===== config.mk =====
export PLATFORM = sky130hd
export DESIGN_NAME = weekly_alarm_match_scanner_unit
export DESIGN_NICKNAME = d
export VERILOG_FILES = /design/src/hw/rtl/wams_pkg.sv /design/src/hw/rtl/weekly_alarm_match_scanner_unit.sv /design/src/hw/rtl/wams_div60.sv
export SDC_FILE = /design/constraint.sdc
export NUM_CORES = 2
export LEC_CHECK = 0
export ABC_AREA = 1
export BUFFER_PORTS_ARGS = -buffer_cell sky130_fd_sc_hd__buf_2
export CORE_ASPECT_RATIO = 2
export CORE_MARGIN = 2
export CORE_UTILIZATION = 35
export DETAILED_ROUTE_END_ITERATION = 8
export MAX_ROUTING_LAYER = met4
export REMOVE_ABC_BUFFERS = 1
export SETUP_SLACK_MARGIN = 0.2
export SYNTH_ARGS = -nofsm -noshare
export SYNTH_HDL_FRONTEND = slang
export SYNTH_SLANG_ARGS = --single-unit

===== constraint.sdc =====
create_clock -name i_clk -period 9.75 [get_ports i_clk]
set_clock_uncertainty 0.2 [all_clocks]
set_input_delay 0.975 -clock i_clk [delete_from_list [all_inputs] [get_ports i_clk]]
set_output_delay 0.975 -clock i_clk [all_outputs]
set_load 0.02 [all_outputs]

===== src/hw/rtl/wams_pkg.sv =====
// types, constants and step functions of the weekly alarm match scanner
// depends on nothing; imported by every module of the block
package wams_pkg;

    localparam int MAX_ALARMS_DEF = 16;
    localparam int CFG_W          = 5;
    localparam int EPOCH_W        = 63;
    localparam int DVD_W          = 64;
    localparam int DIGIT_W        = 4;
    localparam int DIV_STEPS      = DVD_W / DIGIT_W;
    localparam int HOUR_STEPS     = 3;
    localparam int CNT_W          = $clog2(DIV_STEPS);
    localparam int ACC_W          = 11;
    localparam int MINUTE_NO_W    = 58;
    localparam int REM_W          = 6;
    localparam int HOUR_W         = 5;
    localparam int IDX_OUT_W      = 4;
    localparam int SEC_PER_MIN    = 60;
    localparam int MIN_PER_DAY    = 1440;
    localparam logic [2:0] DAY_LAST = 3'd6;

    typedef enum logic [1:0] {
        ST_DUE     = 2'd0,
        ST_NONE    = 2'd1,
        ST_BADDAY  = 2'd2,
        ST_WRITTEN = 2'd3
    } t_status;

    typedef enum logic {
        KIND_WRITE = 1'b0,
        KIND_CHECK = 1'b1
    } t_kind;

    typedef enum logic [2:0] {
        S_IDLE,
        S_DIV,
        S_SPLIT_LD,
        S_SPLIT,
        S_SCAN,
        S_POST
    } t_wams_state;

    typedef struct packed {
        logic [5:0] minute;
        logic [4:0] hour;
        logic [6:0] weekdays;
        logic       enabled;
    } t_alarm_entry;

    typedef struct packed {
        logic load;
        logic split;
        logic step;
    } t_div_ctrl;

    // four bits of long division by 60: returns {remainder, quotient digit}
    function automatic logic [REM_W+DIGIT_W-1:0] div60_step(input logic [REM_W-1:0] rem,
                                                           input logic [DIGIT_W-1:0] dig);
        logic [REM_W:0]   r;
        logic [REM_W-1:0] rr;
        logic [DIGIT_W-1:0] q;
        int k;
        rr = rem;
        q  = '0;
        for (k = DIGIT_W - 1; k >= 0; k--) begin
            r = {rr, dig[k]};
            if (r >= (REM_W+1)'(SEC_PER_MIN)) begin
                q[k] = 1'b1;
                rr   = REM_W'(r - (REM_W+1)'(SEC_PER_MIN));
            end else begin
                rr   = r[REM_W-1:0];
            end
        end
        return {rr, q};
    endfunction

    // running quotient modulo minutes per day, four quotient bits at a time
    function automatic logic [ACC_W-1:0] acc_step(input logic [ACC_W-1:0] acc,
                                                  input logic [DIGIT_W-1:0] q);
        logic [ACC_W:0]   a;
        logic [ACC_W-1:0] aa;
        int k;
        aa = acc;
        for (k = DIGIT_W - 1; k >= 0; k--) begin
            a = {aa, q[k]};
            if (a >= (ACC_W+1)'(MIN_PER_DAY)) begin
                aa = ACC_W'(a - (ACC_W+1)'(MIN_PER_DAY));
            end else begin
                aa = a[ACC_W-1:0];
            end
        end
        return aa;
    endfunction

endpackage


===== src/hw/rtl/weekly_alarm_match_scanner_unit.sv =====
// top level of the weekly alarm match scanner: alarm table, scan sequencer, output register
// depends on wams_pkg and wams_div60
//
// The block keeps a table of MAX_ALARMS alarm entries and answers one result item per
// input item. A write item (tuser 0) loads one table slot and offers "entry written"
// by way of S_POST and the output register once it is taken. A check item (tuser 1)
// brings epoch seconds and a weekday; a weekday above 6 offers "bad weekday" the same
// way, otherwise the shared divide-by-60 unit splits the time into minute number, hour
// and minute (16 steps of four bits, one load, three more steps), and then the table is
// read one entry per cycle from slot 0 up to the active count N. The first entry that
// is enabled, matches the weekday mask, hour and minute and has not fired in this
// minute is reported and marked fired. A check item's result waits on the divider
// steps and the single table read port.
// The input is not ready while an item is being worked on; a finished
// result sits in an output register so the next item can be taken while it waits.
// Configuration writes to alarm_count may be made at any idle time; values above
// MAX_ALARMS act as MAX_ALARMS. Table slots need a write before they are checked.
module weekly_alarm_match_scanner_unit
    import wams_pkg::*;
#(
    parameter int MAX_ALARMS = MAX_ALARMS_DEF
) (
    input  logic             i_clk,
    input  logic             i_rst_n,
    // input item channel
    input  logic             i_s_tvalid,
    output logic             o_s_tready,
    // entry_index[3:0], entry_enabled[4], entry_weekdays[11:5], entry_hour[16:12],
    // entry_minute[22:17], now_epoch_s[85:23], weekday[88:86], zero fill[95:89]
    input  logic [95:0]      i_s_tdata,
    // kind[0]
    input  logic             i_s_tuser,
    // result item channel
    output logic             o_m_tvalid,
    input  logic             i_m_tready,
    // alarm_index[3:0], zero fill[7:4]
    output logic [7:0]       o_m_tdata,
    // status[1:0]
    output logic [1:0]       o_m_tuser,
    // alarm_count register
    input  logic             i_cfg_wr_en,
    input  logic [CFG_W-1:0] i_cfg_wr_data
);

    localparam int AW   = (MAX_ALARMS > 1) ? $clog2(MAX_ALARMS) : 1;
    localparam int IDXW = $clog2(MAX_ALARMS + 1);
    localparam int CW   = (IDXW > CFG_W) ? IDXW : CFG_W;

    // input item fields
    logic [3:0]         w_in_index;
    t_alarm_entry       w_in_entry;
    logic [EPOCH_W-1:0] w_in_epoch;
    logic [2:0]         w_in_day;
    logic               w_in_kind;
    logic               w_accept;

    assign w_in_index          = i_s_tdata[3:0];
    assign w_in_entry.enabled  = i_s_tdata[4];
    assign w_in_entry.weekdays = i_s_tdata[11:5];
    assign w_in_entry.hour     = i_s_tdata[16:12];
    assign w_in_entry.minute   = i_s_tdata[22:17];
    assign w_in_epoch          = i_s_tdata[85:23];
    assign w_in_day            = i_s_tdata[88:86];
    assign w_in_kind           = i_s_tuser;

    // control state
    t_wams_state        r_state, n_state;
    logic [CNT_W-1:0]   r_cnt, n_cnt;
    logic [CFG_W-1:0]   r_alarm_count;
    logic [CW-1:0]      r_scan;
    logic               r_pend;
    logic [MAX_ALARMS-1:0] r_lf_vld;
    logic               r_out_vld;

    // payload state
    logic [2:0]         r_day;
    logic [MINUTE_NO_W-1:0] r_min_no;
    logic [CW-1:0]      r_pidx;
    t_alarm_entry       r_ent_q;
    logic [MINUTE_NO_W-1:0] r_lf_q;
    logic               r_lf_vld_q;
    t_status            r_res_status, n_res_status;
    logic [IDX_OUT_W-1:0] r_res_idx, n_res_idx;
    t_status            r_out_status;
    logic [IDX_OUT_W-1:0] r_out_idx;

    // table and last-fire memories
    t_alarm_entry           r_entries [MAX_ALARMS];
    logic [MINUTE_NO_W-1:0] r_lf_mem  [MAX_ALARMS];

    // sequencer outputs
    t_div_ctrl          w_ctrl;
    logic               w_ready;
    logic               w_issue;
    logic               w_hit;
    logic               w_out_load;
    logic               w_wr_ent;

    // divider results
    logic [DVD_W-1:0]   w_quo;
    logic [REM_W-1:0]   w_rem;

    // active entry count, saturated at the table depth
    logic [CW-1:0]      w_cnt_ext;
    logic [CW-1:0]      w_active;
    logic               w_match;

    assign w_cnt_ext = CW'(r_alarm_count);
    assign w_active  = (w_cnt_ext > CW'(MAX_ALARMS)) ? CW'(MAX_ALARMS) : w_cnt_ext;

    assign w_accept  = i_s_tvalid && w_ready;
    assign w_wr_ent  = w_accept && (w_in_kind == KIND_WRITE)
                       && (CW'(w_in_index) < CW'(MAX_ALARMS));

    // candidate entry held in r_ent_q against the current time
    assign w_match = r_ent_q.enabled
                     && ((r_ent_q.weekdays == '0) || r_ent_q.weekdays[r_day])
                     && (r_ent_q.hour == w_quo[HOUR_W-1:0])
                     && (r_ent_q.minute == w_rem)
                     && !(r_lf_vld_q && (r_lf_q == r_min_no));

    wams_div60 u_div (
        .i_clk   (i_clk),
        .i_ctrl  (w_ctrl),
        .i_epoch (w_in_epoch),
        .o_quo   (w_quo),
        .o_rem   (w_rem)
    );

    // sequencer
    always_comb begin
        n_state      = r_state;
        n_cnt        = r_cnt;
        n_res_status = r_res_status;
        n_res_idx    = r_res_idx;
        w_ctrl       = '0;
        w_ready      = 1'b0;
        w_issue      = 1'b0;
        w_hit        = 1'b0;
        w_out_load   = 1'b0;
        unique case (r_state)
            S_IDLE: begin
                w_ready = 1'b1;
                n_cnt   = '0;
                if (i_s_tvalid) begin
                    if (w_in_kind == KIND_WRITE) begin
                        n_res_status = ST_WRITTEN;
                        n_res_idx    = '0;
                        n_state      = S_POST;
                    end else if (w_in_day > DAY_LAST) begin
                        n_res_status = ST_BADDAY;
                        n_res_idx    = '0;
                        n_state      = S_POST;
                    end else begin
                        w_ctrl.load = 1'b1;
                        n_state     = S_DIV;
                    end
                end
            end
            S_DIV: begin
                // epoch / 60 and its value modulo minutes per day
                w_ctrl.step = 1'b1;
                n_cnt       = r_cnt + 1'b1;
                if (r_cnt == CNT_W'(DIV_STEPS - 1)) begin
                    n_state = S_SPLIT_LD;
                end
            end
            S_SPLIT_LD: begin
                w_ctrl.load  = 1'b1;
                w_ctrl.split = 1'b1;
                n_cnt        = '0;
                n_state      = S_SPLIT;
            end
            S_SPLIT: begin
                // minute of day / 60 gives hour and minute
                w_ctrl.step = 1'b1;
                n_cnt       = r_cnt + 1'b1;
                if (r_cnt == CNT_W'(HOUR_STEPS - 1)) begin
                    n_state = S_SCAN;
                end
            end
            S_SCAN: begin
                // one table read per cycle, candidate checked in the cycle after its read
                w_hit   = r_pend && w_match;
                w_issue = !w_hit && (r_scan < w_active);
                if (w_hit) begin
                    n_res_status = ST_DUE;
                    n_res_idx    = IDX_OUT_W'(r_pidx);
                    n_state      = S_POST;
                end else if (!r_pend && !w_issue) begin
                    n_res_status = ST_NONE;
                    n_res_idx    = '0;
                    n_state      = S_POST;
                end
            end
            S_POST: begin
                if (!r_out_vld || i_m_tready) begin
                    w_out_load = 1'b1;
                    n_state    = S_IDLE;
                end
            end
            default: begin
                n_state = S_IDLE;
            end
        endcase
    end

    // control registers
    always_ff @(posedge i_clk) begin
        if (!i_rst_n) begin
            r_state       <= S_IDLE;
            r_cnt         <= '0;
            r_alarm_count <= '0;
            r_scan        <= '0;
            r_pend        <= 1'b0;
            r_lf_vld      <= '0;
            r_out_vld     <= 1'b0;
        end else begin
            r_state <= n_state;
            r_cnt   <= n_cnt;
            if (i_cfg_wr_en) begin
                r_alarm_count <= i_cfg_wr_data;
            end
            if (r_state == S_SPLIT) begin
                r_scan <= '0;
                r_pend <= 1'b0;
            end else if (r_state == S_SCAN) begin
                r_pend <= w_issue;
                if (w_issue) begin
                    r_scan <= r_scan + 1'b1;
                end
            end
            if (w_hit) begin
                r_lf_vld[r_pidx[AW-1:0]] <= 1'b1;
            end
            if (w_out_load) begin
                r_out_vld <= 1'b1;
            end else if (i_m_tready) begin
                r_out_vld <= 1'b0;
            end
        end
    end

    // payload registers
    always_ff @(posedge i_clk) begin
        r_res_status <= n_res_status;
        r_res_idx    <= n_res_idx;
        if (w_accept) begin
            r_day <= w_in_day;
        end
        if (r_state == S_SPLIT_LD) begin
            r_min_no <= w_quo[MINUTE_NO_W-1:0];
        end
        if (w_issue) begin
            r_pidx     <= r_scan;
            r_lf_vld_q <= r_lf_vld[r_scan[AW-1:0]];
        end
        if (w_out_load) begin
            r_out_status <= r_res_status;
            r_out_idx    <= r_res_idx;
        end
    end

    // alarm table: written by write items, read by the scan
    always_ff @(posedge i_clk) begin
        if (w_wr_ent) begin
            r_entries[AW'(w_in_index)] <= w_in_entry;
        end
        if (w_issue) begin
            r_ent_q <= r_entries[r_scan[AW-1:0]];
        end
    end

    // last fire minute per entry, valid bits above stand for the reset value
    always_ff @(posedge i_clk) begin
        if (w_hit) begin
            r_lf_mem[r_pidx[AW-1:0]] <= r_min_no;
        end
        if (w_issue) begin
            r_lf_q <= r_lf_mem[r_scan[AW-1:0]];
        end
    end

    assign o_s_tready = w_ready;
    assign o_m_tvalid = r_out_vld;
    assign o_m_tdata  = {{(8-IDX_OUT_W){1'b0}}, r_out_idx};
    assign o_m_tuser  = r_out_status;

endmodule


===== src/hw/rtl/wams_div60.sv =====
// shared divide-by-60 unit, four dividend bits per step
// depends on wams_pkg
module wams_div60
    import wams_pkg::*;
(
    input  logic               i_clk,
    input  t_div_ctrl          i_ctrl,
    input  logic [EPOCH_W-1:0] i_epoch,
    output logic [DVD_W-1:0]   o_quo,
    output logic [REM_W-1:0]   o_rem
);

    logic [DVD_W-1:0]   r_dvd;
    logic [DVD_W-1:0]   r_quo;
    logic [REM_W-1:0]   r_rem;
    logic [ACC_W-1:0]   r_acc;
    logic [REM_W-1:0]   w_rem;
    logic [DIGIT_W-1:0] w_q;

    assign {w_rem, w_q} = div60_step(r_rem, r_dvd[DVD_W-1 -: DIGIT_W]);

    always_ff @(posedge i_clk) begin
        if (i_ctrl.load) begin
            // split pass divides the minute of day to get hour and minute
            r_dvd <= i_ctrl.split ? {1'b0, r_acc, {(DVD_W-ACC_W-1){1'b0}}}
                                  : {1'b0, i_epoch};
            r_quo <= '0;
            r_rem <= '0;
            r_acc <= '0;
        end else if (i_ctrl.step) begin
            r_dvd <= {r_dvd[DVD_W-DIGIT_W-1:0], {DIGIT_W{1'b0}}};
            r_quo <= {r_quo[DVD_W-DIGIT_W-1:0], w_q};
            r_rem <= w_rem;
            r_acc <= acc_step(r_acc, w_q);
        end
    end

    assign o_quo = r_quo;
    assign o_rem = r_rem;

endmodule


Word-level counts from Yosys, hierarchy flattened
Memory sizes are Yosys's and may differ from the RTL's. A register that Yosys moved wholly into a read port is not among the register bits.
Index checks and enable logic that the tools add are counted.
Storage, ports and cells
  output and inout bits: 12
  logic and storage cells: 162
  memory bits (read-only): 0
  memory bits (writable): 1232
  memories kept: 2
  register bits: 252
  bits in latches: 0
  bits of input ports: 107
Cells by class
  mux-type cells: 67
  shift operators: 0
  equal/unequal tests: 16
  $add $sub $neg: 10
  $mul: 0
  divide/modulo/power cells: 0
  reduce and logical (&&, ||, !) cells: 30
  magnitude comparators: 15
  bitwise operators: 3
Memories
  r_lf_mem: depth 16, bits a word 58, rd ports 1, clocked after Yosys merged registers in 1, wr ports 1, RTL line weekly_alarm_match_scanner_unit.sv:89  | logic [MINUTE_NO_W-1:0] r_lf_mem [MAX_ALARMS];
  r_entries: depth 16, bits a word 19, rd ports 1, clocked after Yosys merged registers in 1, wr ports 1, RTL line weekly_alarm_match_scanner_unit.sv:88  | t_alarm_entry r_entries [MAX_ALARMS];
Operator list (count)
  64-bit two-way mux: 2
  11-bit two-way mux: 10
  63-bit two-way mux: 1
  58-bit == test: 1
  12-bit by 11-bit >= comparator with 1-bit output, second input constant: 4
  11-bit subtractor, second input constant: 4
  7-bit by 6-bit >= comparator with 1-bit output, second input constant: 4
  3-bit two-way mux: 8
  6-bit two-way mux: 4
  6-bit subtractor, second input constant: 4
  1-bit two-way mux: 23
  4-bit two-way mux: 5
  3-bit case mux with 6 select lines: 1
  16-bit bitwise OR: 1
  4-bit case mux with 2 select lines: 2
  1-bit logical AND: 11
  4-bit by 5-bit less-than comparator with 1-bit output, second input constant: 2
  2-bit two-way mux: 5
  2-bit inequality test, second input constant: 4
  2-bit nonzero test: 4
  7-bit logical NOT: 1
  3-bit by 2-bit == test with 1-bit output, second input constant: 2
  3-bit == test, second input constant: 2
  6-bit == test: 1
  26 further kinds: 35

Longest topological paths before layout
  word-level depth: 16
  depth in mapped cells: 27
  depth with buffers taken out: 27

By module
From an unflattened synthesis, not the netlist that was laid out.
Unflattened totals
  cells, all modules: 4962
  area, all modules: 61700.4 µm²
Modules (own cells, without submodules)
  weekly_alarm_match_scanner_unit: cells an instance 4147, instances 1, area each 55161.7 µm²
  wams_div60: cells an instance 815, instances 1, area each 6538.8 µm²

Worst setup path before layout
OpenSTA, ideal clock, no wires.
  path kind: register to register
  from: register r_min_no[5]
  to: register r_scan[4]
  required time: 9.480 ns
  library setup time: 0.070 ns
  path buffers: 0
  stages on the path, launching flop included: 15
  slack: 0.760 ns
  period minus slack after synthesis: 8.990 ns
  data arrival time: 8.720 ns
  cell sequence: edfxtp_1 > xnor2_1 > nand3_1 > nor3_1 > and3_1 > nand4_1 > nor2_1 > nand4_1 > nand2_1 > nand2_1 > nor3_1 > inv_1 > nor3_1 > nand3_1 > a21oi_1
Between the ends
  longest elaborated chain between the ends: 9
RTL lines
  from (decl): RTL line weekly_alarm_match_scanner_unit.sv:77  | logic [MINUTE_NO_W-1:0] r_min_no;
  from (signal assigned): RTL line weekly_alarm_match_scanner_unit.sv:252  | r_min_no <= w_quo[MINUTE_NO_W-1:0];
  58-bit == test: RTL line weekly_alarm_match_scanner_unit.sv:120  | && !(r_lf_vld_q && (r_lf_q == r_min_no));
  1-bit logical AND: RTL line weekly_alarm_match_scanner_unit.sv:120
  1-bit logical NOT: RTL line weekly_alarm_match_scanner_unit.sv:120
  1-bit logical AND: RTL line weekly_alarm_match_scanner_unit.sv:120
  1-bit logical AND: RTL line weekly_alarm_match_scanner_unit.sv:184  | w_hit = r_pend && w_match;
  1-bit logical NOT: RTL line weekly_alarm_match_scanner_unit.sv:185  | w_issue = !w_hit && (r_scan < w_active);
  1-bit logical AND: RTL line weekly_alarm_match_scanner_unit.sv:185
  1-bit two-way mux: RTL line weekly_alarm_match_scanner_unit.sv:141  | unique case (r_state)
  named net w_issue: RTL line weekly_alarm_match_scanner_unit.sv:94  | logic w_issue;
  2-bit AND reduction (no line)
  to (signal assigned): RTL line weekly_alarm_match_scanner_unit.sv:230  | r_scan <= r_scan + 1'b1;
  to (decl): RTL line weekly_alarm_match_scanner_unit.sv:70  | logic [CW-1:0] r_scan;
The timed path passes the listed nets, and every way through them passes these cells.
A chain may end at the register's enable or synchronous reset.

Worst setup path after layout
  from: register r_min_no[1]
  to: memory r_lf_mem[15][1] (enable)
Between the ends
  longest elaborated chain between the ends: 8
RTL lines
  58-bit == test: RTL line weekly_alarm_match_scanner_unit.sv:120
  1-bit logical AND: RTL line weekly_alarm_match_scanner_unit.sv:120
  1-bit logical NOT: RTL line weekly_alarm_match_scanner_unit.sv:120
  1-bit logical AND: RTL line weekly_alarm_match_scanner_unit.sv:120
  1-bit logical AND: RTL line weekly_alarm_match_scanner_unit.sv:184
  1-bit two-way mux: RTL line weekly_alarm_match_scanner_unit.sv:141
  1-bit two-way mux: RTL line weekly_alarm_match_scanner_unit.sv:276  | if (w_hit) begin
  1-bit two-way mux (implied by the code): RTL line weekly_alarm_match_scanner_unit.sv:277  | r_lf_mem[r_pidx[AW-1:0]] <= r_min_no;
  to (decl): RTL line weekly_alarm_match_scanner_unit.sv:89
Every way passes these cells.

==> run metrics <==
Max Transition Viols Final=0; clk sinks=roughly 1600; largest family of logic cells by synthesized area=compound AO/OA/AOI/OAI gates; critical path cell sequence=inv_1 > o22ai_1 > nor4_1 > nand4_1 > nor2_1 > nand4_1 > nand2_1 > nor2_1 > inv_1 > nor2_1 > nand2_1 > nor2_4 > buf_4; Mapped Area=slightly above 60000 sq um; std cell rows=between 200 and 250; post-detailed-route count of antenna-violating nets=0; register area share after synthesis=about three quarters; Cell Pwr Density=roughly 250 nW/um^2; DR vias/cell=approximately 5.4; Leakage=between 0.02 and 0.025 uW; CTS tree=done; vias in the first global route=~38000; Top FF cell, synth=edfxtp_1; Synth Area in Compound Gates=a little under an eighth; critical path startpoint category=flip-flop; Place WS=4280 ps; die height=593 um; worst hold path class=in2reg; Vias=38000; RSZ-0062 raised after global routing=no; #FFs+latches synth=around 1600; H-tree depth=3; First-pass DRT Iterations=7; pin count of the biggest net entering global routing=approximately 220; Async SR Flop Fraction=0%; Peak VDD IR=203 uV; CTS Buffer Depth=3; Fillers=about 16000; number of flops mapped to enable cells by yosys=roughly 1500; minimum clock period after layout=between 5000 and 6000 ps; Clock Latency Late Sink=roughly 750 ps; Worst Max-Slew Pin Slew=1160 ps; CP Class=reg2reg; Remaining DRCs=0; area delta synth->final=11.5%; GRT Overall Usage=between 10% and 20%; Sequential Power Share=between 40 and 50%; wire length per cell=~23 um; P_sw=5480 uW; Die W=between 200 and 300 um; cts repair resizes=0; Hold Buf Count CTS=0; dpl hpwl=89.1 mm; P_int=11700 uW; Initial Util=a little over a third; nets@finish=4763; switch share=31.9%; Yosys Warn Count=0; fmax=around 0.18 GHz; fin crit share=between 50 and 60%; post-synthesis mux area share=0%; total length of routed wires=between 150 and 200 mm; Pwr Total=17100 uW; initial antenna violation count=2; max-cap violations=0; setup bufs post-CTS=0; biggest cell delay along the critical path=940 ps; Clock Power Share=between 20 and 30%; Clock Tree Root=clkbuf_16; Iter 0 DRT Violations=around 2800; Comb power frac=between 20 and 25%; CP required=around 9900 ps; Critical Path End Type=flip-flop; final estimated routing congestion in global placement=around 0.83; xor and xnor area share after synthesis=0.390%; Setup WS post-layout=~4200 ps; core area=around 170000 sq um; library cells used by synthesis=50; Synth Instances=between 4000 and 5000; first-pass GRT wire length=~240 mm; input/output buffers=~110; most frequent cell on the critical path=nor2_1; clock buffer count from CTS=115; slowest CP cell=nor2_4; Boundary Pins=about 120; Overflow after GRT=0; slew margin rel.=between 20 and 25%; Synth Area in Adders=less than 1%; Worst-path clk slew=approximately 70 ps; share of cells above drive strength 1=between 9 and 10%; status=completed; Setup violations, final=0; Worst Path Max Fanout=35; Final Hold Vio Count=0; Arrival @ worst endpoint=5710 ps; Die Area=around 180000 sq um; Mapped Avg Cell Area=between 10 and 15 sq um; Synth Area in Simple Gates=a little under a tenth
cells by family after synthesis:
| kind of cell | count (synthesis) |
|---|---|
| AO/OA/AOI/OAI | 1201 |
| XOR/XNOR | 27 |
| adder cells (fa/ha/maj) | 12 |
| buffers and inverters | 472 |
| flip-flops | 1556 |
| other | 1 |
| AND/OR/NAND/NOR | 1357 |
synthesized netlist by cell type, types with 3 or more instances:
| cell type | number | area, sq um |
|---|---|---|
| a211oi_1 | 6 | 45.0 |
| a21oi_1 | 19 | 95.1 |
| a21oi_4 | 3 | 48.8 |
| a221oi_1 | 3 | 26.3 |
| a22o_1 | 53 | 464 |
| buf_1 | 15 | 56.3 |
| buf_4 | 5 | 37.5 |
| clkbuf_1 | 264 | 991 |
| clkinv_1 | 4 | 15.0 |
| dfxtp_1 | 105 | 2100 |
| edfxtp_1 | 1451 | 43600 |
| ha_1 | 12 | 150 |
| inv_1 | 175 | 657 |
| inv_2 | 9 | 33.8 |
| nand2_1 | 346 | 1300 |
| nand2_2 | 19 | 119 |
| nand2_4 | 5 | 56.3 |
| nand3_1 | 183 | 916 |
| nand3_2 | 3 | 30.0 |
| nand3b_1 | 5 | 37.5 |
| nand4_1 | 13 | 81.3 |
| nor2_1 | 753 | 2830 |
| nor2_2 | 4 | 25.0 |
| nor3_1 | 9 | 45.0 |
| nor3b_1 | 3 | 22.5 |
| nor4_1 | 5 | 31.3 |
| o211ai_1 | 31 | 233 |
| o21a_1 | 18 | 135 |
| o21ai_0 | 666 | 3330 |
| o21ai_1 | 3 | 15.0 |
| o221ai_1 | 129 | 1130 |
| o22ai_1 | 257 | 1610 |
| or2_2 | 3 | 18.8 |
| xnor2_1 | 11 | 96.3 |
| xor2_1 | 16 | 140 |
path summary, 6_finish.rpt:
kind                                start                        end  slack [ps]  cells past startpoint
max                 r_min_no[1]$_DFFE_PP_  r_lf_mem[15][1]$_DFFE_PP_        4210                     13
min                         i_s_tdata[86]         r_day[0]$_DFFE_PP_         230                      1
max reg2reg         r_min_no[1]$_DFFE_PP_  r_lf_mem[15][1]$_DFFE_PP_        4210                     13
min reg2reg  u_div.o_quo[20]$_SDFFE_PP0P_     r_min_no[20]$_DFFE_PP_         230                      0
layer usage:
layer	global-route usage [%]	part of all wire (%)	vias up
li1	-	-	17100
met1	19.7	36	19200
met2	34.0	54	1324
met3	1.87	5.1	368
met4	9.33	5.2	0
met5	-	0	-
layout by cell type, fill, tap and decap left out, types with 6 or more instances in the layout:
cell type / Yosys / layout
a211oi_1: 6 / 6
a21oi_1: 19 / 19
a22o_1: 53 / 53
buf_2: 0 / 107
buf_4: 5 / 71
bufinv_16: 0 / 10
clkbuf_1: 264 / 26
clkbuf_16: 0 / 116
clkbuf_8: 0 / 6
clkinv_1: 4 / 15
clkinv_2: 0 / 25
clkinvlp_4: 0 / 10
dfxtp_1: 105 / 102
edfxtp_1: 1451 / 1451
ha_1: 12 / 12
inv_1: 175 / 173
inv_2: 9 / 9
nand2_1: 346 / 346
nand2_2: 19 / 19
nand3_1: 183 / 183
nand4_1: 13 / 13
nor2_1: 753 / 717
nor2_2: 4 / 20
nor2_4: 2 / 22
nor3_1: 9 / 8
o211ai_1: 31 / 31
o21a_1: 18 / 18
o21ai_0: 666 / 666
o221ai_1: 129 / 129
o22ai_1: 257 / 257
xnor2_1: 11 / 11
xor2_1: 16 / 16
worst max-delay path: cells and delay by family, from the launching register on:
kind / cells / cell delay [ps]
and+or+nand+nor: 9 / 2640
buffers and inverters: 3 / 990
DFF: 1 / 720
AOI/OAI and AO/OA: 1 / 500
final cells by class:
cell class,count,area (sq um),share of cell area (%)
Sequential cell,1556,45700,67.5
Timing Repair Buffer,182,1150,1.70
Antenna cell,4,10.0,0.0148
Clock buffer,148,3080,4.56
Clock inverter,69,697,1.03
Inverter,188,728,1.08
Tap cell,2289,2860,4.23
Multi-Input combinational cell,2601,13400,19.8
sequential cells by signal, summed over array words and instances (netlist names), 5 cells and up:
name and flops:
r_lf_mem 928, r_entries 304, u_div.r_dvd 64, r_lf_q 58, r_min_no 58, u_div.o_quo 53
r_ent_q 19, r_lf_vld 16, u_div.r_acc 11, u_div.o_rem 6, r_alarm_count 5, r_scan 5
power groups by stage:
stage | Sequential [uW] | Combinational (uW) | Clock [uW]
after floorplan | 8490 | 2740 | 0
after global placement | 8520 | 3810 | 0
after detailed placement | 8530 | 3910 | 0
after CTS | 8390 | 3920 | 4920
after global routing | 8430 | 4350 | 5130
final | 8390 | 3900 | 4850
metrics by stage:
stage               cells  util (%)  TNS [ps]  hold WS [ps]  cell area (sq um)
floorplan            4345         -  -2632340           200              59600
global placement     6816      37.0         0           212              63800
detailed placement   6816      37.0         0           215              63800
CTS                  7033      39.2         0           180              67600
global route         7035      39.2         0           210              67600
finish               7037      39.2         0           229              67600
Note: power is estimated with default switching activity, not from simulation.
